## src/rtl/core/pls_pkg.sv

```systemverilog
// ----------------------------------------------------------------------------
// pls_pkg
// Shared types and codes of the positional list store.
// ----------------------------------------------------------------------------
package pls_pkg;

  // field widths of the command and result words
  localparam int unsigned OP_W     = 3;
  localparam int unsigned POS_W    = 6;
  localparam int unsigned VAL_W    = 32;
  localparam int unsigned STATUS_W = 3;
  localparam int unsigned CNT_W    = 5;

  // command codes
  localparam logic [OP_W-1:0] OP_INS_HEAD = 3'd0;
  localparam logic [OP_W-1:0] OP_INS_TAIL = 3'd1;
  localparam logic [OP_W-1:0] OP_INS_AT   = 3'd2;
  localparam logic [OP_W-1:0] OP_DEL_AT   = 3'd3;
  localparam logic [OP_W-1:0] OP_DEL_HEAD = 3'd4;
  localparam logic [OP_W-1:0] OP_DUMP     = 3'd5;

  // status codes
  localparam logic [STATUS_W-1:0] ST_OK    = 3'd0;
  localparam logic [STATUS_W-1:0] ST_FULL  = 3'd1;
  localparam logic [STATUS_W-1:0] ST_RANGE = 3'd2;
  localparam logic [STATUS_W-1:0] ST_EMPTY = 3'd3;
  localparam logic [STATUS_W-1:0] ST_ELEM  = 3'd4;

  // one result word from the sequencer
  typedef struct packed {
    logic [STATUS_W-1:0]     status;
    logic signed [VAL_W-1:0] element;
    logic [CNT_W-1:0]        element_count;
    logic                    last;
  } res_t;

endpackage

```

## src/rtl/core/positional_list_store_top.sv

```systemverilog
// ----------------------------------------------------------------------------
// positional_list_store_top
// Ordered list of signed words in RAM with insert, delete and dump commands.
// ----------------------------------------------------------------------------
// An insert or delete moves each shifted entry with one RAM read and one write;
//   a refused command goes straight to its status word.
// A dump reads the RAM once per element; each word waits for the output register to take it.
// One command is in work at a time; the output register takes a new word in
//   the cycle the previous one leaves on the master side.
// Synchronous reset empties the list; RAM contents are not cleared.
module positional_list_store_top #(
  parameter int unsigned DEPTH = 16
) (
  input  logic        clk,
  input  logic        rst,
  input  logic        s_axis_tvalid,
  output logic        s_axis_tready,
  input  logic [47:0] s_axis_tdata,  // opcode[2:0], position[8:3], value[40:9], zero fill
  output logic        m_axis_tvalid,
  input  logic        m_axis_tready,
  output logic [39:0] m_axis_tdata,  // status[2:0], element[34:3], element_count[39:35]
  output logic        m_axis_tlast
);
  import pls_pkg::*;

  logic  res_valid;
  logic  res_ready;
  res_t  res;
  res_t  out_word;

  pls_seq #(
    .DEPTH (DEPTH)
  ) u_seq (
    .clk       (clk),
    .rst       (rst),
    .cmd_valid (s_axis_tvalid),
    .cmd_ready (s_axis_tready),
    .opcode    (s_axis_tdata[2:0]),
    .position  (s_axis_tdata[8:3]),
    .value     (s_axis_tdata[40:9]),
    .res_valid (res_valid),
    .res_ready (res_ready),
    .res       (res)
  );

  // output register
  assign res_ready = !m_axis_tvalid || m_axis_tready;

  always_ff @(posedge clk) begin
    if (rst) begin
      m_axis_tvalid <= 1'b0;
    end else if (res_ready) begin
      m_axis_tvalid <= res_valid;
    end
  end

  always_ff @(posedge clk) begin
    if (res_ready && res_valid) begin
      out_word <= res;
    end
  end

  assign m_axis_tdata = {out_word.element_count, out_word.element, out_word.status};
  assign m_axis_tlast = out_word.last;

endmodule

```

## src/rtl/core/pls_ram.sv

```systemverilog
// ----------------------------------------------------------------------------
// pls_ram
// Generic simple dual-port RAM: one write port, one read port, registered read.
// ----------------------------------------------------------------------------
module pls_ram #(
  parameter int unsigned WIDTH = 32,
  parameter int unsigned DEPTH = 16
) (
  input  logic                     clk,
  input  logic                     wr_en,
  input  logic [$clog2(DEPTH)-1:0] wr_addr,
  input  logic [WIDTH-1:0]         wr_data,
  input  logic                     rd_en,
  input  logic [$clog2(DEPTH)-1:0] rd_addr,
  output logic [WIDTH-1:0]         rd_data
);

  logic [WIDTH-1:0] mem [DEPTH];

  // write port
  always_ff @(posedge clk) begin
    if (wr_en) begin
      mem[wr_addr] <= wr_data;
    end
  end

  // registered read, holds when not enabled
  always_ff @(posedge clk) begin
    if (rd_en) begin
      rd_data <= mem[rd_addr];
    end
  end

endmodule

```

## src/rtl/core/pls_seq.sv

```systemverilog
// ----------------------------------------------------------------------------
// pls_seq
// Command sequencer: checks a command, shifts the list in RAM one entry per
// read/write pair, writes the new value and walks the list for a dump.
// ----------------------------------------------------------------------------
module pls_seq #(
  parameter int unsigned DEPTH = 16
) (
  input  logic                          clk,
  input  logic                          rst,
  input  logic                          cmd_valid,
  output logic                          cmd_ready,
  input  logic [pls_pkg::OP_W-1:0]      opcode,
  input  logic [pls_pkg::POS_W-1:0]     position,
  input  logic signed [pls_pkg::VAL_W-1:0] value,
  output logic                          res_valid,
  input  logic                          res_ready,
  output pls_pkg::res_t                 res
);
  import pls_pkg::*;

  localparam int unsigned AW   = $clog2(DEPTH);
  localparam int unsigned CW   = $clog2(DEPTH + 1);
  localparam int unsigned CMPW = (CW > POS_W) ? CW : POS_W;

  typedef enum logic [6:0] {
    S_IDLE    = 7'b0000001,
    S_SH_RD   = 7'b0000010,
    S_SH_WR   = 7'b0000100,
    S_PUT     = 7'b0001000,
    S_RES     = 7'b0010000,
    S_DUMP_RD = 7'b0100000,
    S_DUMP_OUT = 7'b1000000
  } state_t;

  state_t              state;
  logic [CW-1:0]       count;
  logic [AW-1:0]       idx;
  logic [AW-1:0]       pos;
  logic [VAL_W-1:0]    val;
  logic                ins;
  logic [STATUS_W-1:0] status;

  logic                ram_wr_en;
  logic [AW-1:0]       ram_wr_addr;
  logic [VAL_W-1:0]    ram_wr_data;
  logic                ram_rd_en;
  logic [AW-1:0]       ram_rd_addr;
  logic [VAL_W-1:0]    ram_rd_data;

  logic [CMPW-1:0]     count_ext;
  logic [CMPW-1:0]     pos_sel;
  logic [CMPW-1:0]     idx_ext;
  logic                full;
  logic                empty;
  logic                dump_last;
  logic [CW+CNT_W-1:0] count_wide;

  // list storage
  pls_ram #(
    .WIDTH (VAL_W),
    .DEPTH (DEPTH)
  ) u_ram (
    .clk     (clk),
    .wr_en   (ram_wr_en),
    .wr_addr (ram_wr_addr),
    .wr_data (ram_wr_data),
    .rd_en   (ram_rd_en),
    .rd_addr (ram_rd_addr),
    .rd_data (ram_rd_data)
  );

  // command decode helpers
  always_comb begin
    count_ext = CMPW'(count);
    idx_ext   = CMPW'(idx);
    full      = (count == CW'(DEPTH));
    empty     = (count == '0);
    dump_last = ((idx_ext + CMPW'(1)) == count_ext);
    unique case (opcode)
      OP_INS_TAIL: pos_sel = count_ext;
      OP_INS_AT,
      OP_DEL_AT:   pos_sel = CMPW'(position);
      default:     pos_sel = '0;
    endcase
  end

  // ram port control
  always_comb begin
    ram_rd_en   = (state == S_SH_RD) || (state == S_DUMP_RD);
    ram_rd_addr = idx;
    if (state == S_SH_RD) begin
      ram_rd_addr = ins ? (idx - AW'(1)) : (idx + AW'(1));
    end
    ram_wr_en   = (state == S_SH_WR) || (state == S_PUT);
    ram_wr_addr = (state == S_PUT) ? pos : idx;
    ram_wr_data = (state == S_PUT) ? val : ram_rd_data;
  end

  // result word
  always_comb begin
    count_wide        = {{CNT_W{1'b0}}, count};
    cmd_ready         = (state == S_IDLE);
    res_valid         = (state == S_RES) || (state == S_DUMP_OUT);
    res.element_count = count_wide[CNT_W-1:0];
    if (state == S_DUMP_OUT) begin
      res.status  = ST_ELEM;
      res.element = ram_rd_data;
      res.last    = dump_last;
    end else begin
      res.status  = status;
      res.element = '0;
      res.last    = 1'b1;
    end
  end

  // sequencer
  always_ff @(posedge clk) begin
    if (rst) begin
      state <= S_IDLE;
      count <= '0;
    end else begin
      unique case (state)
        S_IDLE: begin
          if (cmd_valid) begin
            val <= value;
            unique case (opcode)
              OP_INS_HEAD, OP_INS_TAIL, OP_INS_AT: begin
                ins <= 1'b1;
                pos <= pos_sel[AW-1:0];
                idx <= count[AW-1:0];
                if (full) begin
                  status <= ST_FULL;
                  state  <= S_RES;
                end else if (pos_sel > count_ext) begin
                  status <= ST_RANGE;
                  state  <= S_RES;
                end else begin
                  status <= ST_OK;
                  state  <= (pos_sel == count_ext) ? S_PUT : S_SH_RD;
                end
              end
              OP_DEL_AT, OP_DEL_HEAD: begin
                ins <= 1'b0;
                idx <= pos_sel[AW-1:0];
                if (empty) begin
                  status <= ST_EMPTY;
                  state  <= S_RES;
                end else if (pos_sel >= count_ext) begin
                  status <= ST_RANGE;
                  state  <= S_RES;
                end else begin
                  status <= ST_OK;
                  if ((pos_sel + CMPW'(1)) == count_ext) begin
                    count <= count - CW'(1);
                    state <= S_RES;
                  end else begin
                    state <= S_SH_RD;
                  end
                end
              end
              OP_DUMP: begin
                idx <= '0;
                if (empty) begin
                  status <= ST_EMPTY;
                  state  <= S_RES;
                end else begin
                  state <= S_DUMP_RD;
                end
              end
              default: state <= S_IDLE;
            endcase
          end
        end
        S_SH_RD: state <= S_SH_WR;
        S_SH_WR: begin
          // entry moved; step toward the edit point (insert) or the list end (delete)
          if (ins) begin
            if ((idx - AW'(1)) == pos) begin
              state <= S_PUT;
            end else begin
              idx   <= idx - AW'(1);
              state <= S_SH_RD;
            end
          end else begin
            if ((idx_ext + CMPW'(2)) == count_ext) begin
              count <= count - CW'(1);
              state <= S_RES;
            end else begin
              idx   <= idx + AW'(1);
              state <= S_SH_RD;
            end
          end
        end
        S_PUT: begin
          count <= count + CW'(1);
          state <= S_RES;
        end
        S_RES: begin
          if (res_ready) begin
            state <= S_IDLE;
          end
        end
        S_DUMP_RD: state <= S_DUMP_OUT;
        S_DUMP_OUT: begin
          if (res_ready) begin
            if (dump_last) begin
              state <= S_IDLE;
            end else begin
              idx   <= idx + AW'(1);
              state <= S_DUMP_RD;
            end
          end
        end
        default: state <= S_IDLE;
      endcase
    end
  end

endmodule
```

## config.mk

```make
export PLATFORM = sky130hd
export DESIGN_NAME = positional_list_store_top
export DESIGN_NICKNAME = d
export VERILOG_FILES = /design/src/rtl/core/pls_pkg.sv /design/src/rtl/core/positional_list_store_top.sv /design/src/rtl/core/pls_ram.sv /design/src/rtl/core/pls_seq.sv
export SDC_FILE = /design/constraint.sdc
export NUM_CORES = 1
export LEC_CHECK = 0
export BUFFER_PORTS_ARGS = -buffer_cell sky130_fd_sc_hd__buf_4
export CAP_MARGIN = 30
export CORE_MARGIN = 2
export CORE_UTILIZATION = 40
export DETAILED_ROUTE_END_ITERATION = 16
export HOLD_SLACK_MARGIN = 0.05
export SLEW_MARGIN = 5
export SYNTH_ARGS = -nofsm -noshare
export SYNTH_HDL_FRONTEND = slang
export SYNTH_SLANG_ARGS = --single-unit
```

## constraint.sdc

```tcl
create_clock -name clk -period 7.75 [get_ports clk]
set_clock_uncertainty 0.05 [all_clocks]
set_input_delay 0.775 -clock clk [delete_from_list [all_inputs] [get_ports clk]]
set_output_delay 0.775 -clock clk [all_outputs]
set_load 0.02 [all_outputs]
```

==> metrics.md <==
| Metric | Value |
|---|---|
| Vias | 12590 |
| Critical Path AT | 4.18 ns |
| Fraction of layout cells with a size suffix above 1 | 27.38% |
| Period utilization | 50.30% |
| Initial DRC count | 1069 |
| HP Class | input port to register |
| Sequential-to-total area share from yosys stat | 75.33% |
| GRT Total Usage | 17.01% |
| Buf/Inv on CP | 2 |
| Finish-stage setup viols | 0 |
| Wirelength per Cell | 24.23 µm |
| Lkg Pwr | 9.377 nW |
| Post-cts gate resize count | 0 |
| Switching Share | 25.75% |
| GPL Wtd Cong | 0.8086 |
| Yosys reg bits | 641 |
| Worst-margin pin slew | 0.9924 ns |
| CTS tree | yes |
| Max Clk Rate | 0.2565 GHz |
| Vias in the first global route | 12830 |
| Maximum clock path buffer count | 3 |
| EDFF count, synth | 628 |
| FFs w/ async S/R, synth | 0% |
| Nets | 1467 |
| Syn-to-layout area delta | 15.41% |
| Worst Path Required | 8.03 ns |
| Final WL | 55630 µm |
| Grt ovf | 0 |
| Core Area | 62850 µm² |
| Number of antenna violations at the first check in global routing | 0 |
| Sequential Power Share | 46.7% |
| Fin Setup TNS | 0 ns |
| PortBufs | 87 |
| TritonRoute pass-1 iters | 5 |
| Fin. max-slew vios | 0 |
| Max_cap viols | 0 |
| Kind of critical path | register to register |
| Synth Flop Type | edfxtp_1 |
| Pin count of the biggest net entering global routing | 129 |
| First-pass GRT wire length | 82630 µm |
| Clock share of power | 35.6% |
| Clk root buf | clkbuf_16 |
| Critical path's slowest cell | buf_12 |
| CTS clock-pin slew for the worst setup and hold paths | 0.06 ns |
| DP HPWL | 28100 µm |
| Final ANT Viol Nets | 0 |
| Final min period | 3.898 ns |
| IO Count | 95 |
| Final hold viol count | 0 |
| Via density | 5.482 |
| Peak VDD IR | 0.1348 mV |
| Power Density | 293.5 nW/µm² |
| CP endpoint kind | register |
| Die width | 255.9 µm |
| Worst slew margin | 33.53% |
| Commonest non-fill, non-tap cells in the layout | edfxtp_1 (628), mux4_2 (128), buf_4 (113) |
| Final worst-path setup slack | 3.852 ns |
| Die area | 65480 µm² |
| Synthesized instance count | 1283 |
| Worst-Skew Late Latency | 0.60 ns |
| Cells along the critical path | nor4_4 -> nand2b_2 -> nor2_4 -> xnor2_2 -> buf_4 -> buf_12 -> mux4_2 -> a22oi_1 -> nand2_1 |
| Fillers | 5348 |
| CP peak stage delay | 0.66 ns |
| Die Ht | 255.9 µm |
| Postcts setup bufs | 0 |
| H-tree Lvls | 3 |
| Row cnt | 92 |
| Yosys cell types | 62 |
| Internal power | 6.383 mW |
| CP top delay family | buffers and inverters |
| CP max FO | 95 |
| TritonCTS buffer count | 67 |
| Gate power share | 17.6% |
| Post-Route Utilization | 46.60% |
| DRC | 0 |
| Status | finished clean |
| Post-Syn Area | 25380 µm² |
| YS warnings | 0 |
| Number of antenna diodes | 0 |
| Syn_area_per_cell | 19.78 µm² |
| Unrepaired setup endpoints after global routing | false |
| Psw | 2.214 mW |
| Pre-CTS worst setup slack | 3.750 ns |
| Fin area | 29290 µm² |
| Most common cell after layout, fill and taps aside | edfxtp_1 |
| Hold buffers post-CTS | 0 |
| CP startpoint kind | register |
| Placed inst area | 27200 µm² |
| Num Clock Sinks | 641 |
| Starting Density | 40.38% |
| Syn_nets | 1348 |
## power groups by stage
stage	sequential, mW	clock (mW)	combinational [mW]
floorplan	4.03	0	1.18
global placement	4.09	0	1.51
detailed placement	4.09	0	1.54
CTS	4.01	3.15	1.54
global route	4.02	3.27	1.66
finish	4.02	3.06	1.52
## registers in the layout, summed over array words and instances, names as in the netlist
signal               cells
u_seq.ins                1
u_seq.status             2
u_seq.idx                4
m_axis_tdata            40
u_seq.u_ram.mem        512
u_seq.state              7
u_seq.u_ram.rd_data     32
m_axis_tvalid            1
u_seq.count              5
m_axis_tlast             1
u_seq.val               32
u_seq.pos                4
## worst reg2reg max path: stages (launching register included)
cell and delay, ns:
dfxtp_1 0.36, nor4_4 0.33, nand2b_2 0.17, nor2_4 0.24
xnor2_2 0.13, buf_4 0.60, buf_12 0.67, mux4_2 0.74
a22oi_1 0.24, nand2_1 0.11
## layout make-up
cell class / count / area [µm²] / share of cell area, %
clock inverter: 31 / 274.0 / 0.9356
timing repair buffer: 116 / 908.4 / 3.102
tap: 846 / 1059 / 3.614
clock buffer: 86 / 1810 / 6.182
inverter: 17 / 63.81 / 0.2179
multi-input combinational: 559 / 6055 / 20.67
sequential: 641 / 19120 / 65.28
## path summary, 6_finish.rpt
check                                                  from                                 to  slack (ns)  cells past startpoint
worst min register to register    u_seq.status[1]$_DFFE_PP_      m_axis_tdata[1]$_SDFFCE_PP0P_        0.46                      1
worst max-delay path            u_seq.state[2]$_SDFFE_PP0P_  u_seq.u_ram.rd_data[14]$_DFFE_PP_        3.85                      9
worst min-delay path                       s_axis_tdata[15]             u_seq.val[6]$_DFFE_PP_        0.31                      1
worst max register to register  u_seq.state[2]$_SDFFE_PP0P_  u_seq.u_ram.rd_data[14]$_DFFE_PP_        3.85                      9
## stage by stage
| stage | total power [mW] | hold slack, ns | std cells |
|---|---|---|---|
| 2_1_floorplan | 5.217 | 0.3899 | 1283 |
| 3_3_place_gp | 5.602 | 0.4565 | 2178 |
| 3_5_place_dp | 5.625 | 0.4526 | 2179 |
| 4_1_cts | 8.703 | 0.2680 | 2296 |
| 5_1_grt | 8.963 | 0.2770 | 2296 |
| 6_report | 8.597 | 0.3057 | 2296 |
## cell usage after synthesis, drive strengths merged (5+ instances only)
cell    number  area share (%)
nand3        5           0.099
a21o         5            0.15
mux4       128              11
o21ai       10            0.20
and2        35            0.86
xor2        11            0.38
mux2i        5            0.20
a22oi       69             2.0
ha          12            0.59
a211oi       7            0.21
buf         29            0.75
dfxtp       13             1.0
mux2        34             1.5
nor4         5            0.18
xnor2       16            0.55
inv         16            0.24
a221oi       5            0.17
nand2       53            0.78
nor3         7            0.14
clkbuf      37            0.55
nand3b      10            0.30
edfxtp     628              74
nor2b        5            0.12
nor2        46            0.71
a21oi       26            0.51
nand2b       8            0.21
## cells by family (layout without fill, tap and decap cells)
family,count (synthesis),count (layout),share of synthesized area (%)
flops,641,641,75.33
fa+ha+maj,13,13,0.6705
mux,167,167,13.07
buf+inv,83,250,1.553
compound gates,154,154,4.324
simple gates,198,198,4.122
xor+xnor,27,27,0.9318
## layer usage
metal  global-route usage [%]  routed length, µm
met1                    23.34              24010
met2                    28.06              27730
met3                    2.981               2992
met4                    4.873                898
met5                        0                  0
Note: power is estimated with default switching activity, not from simulation.
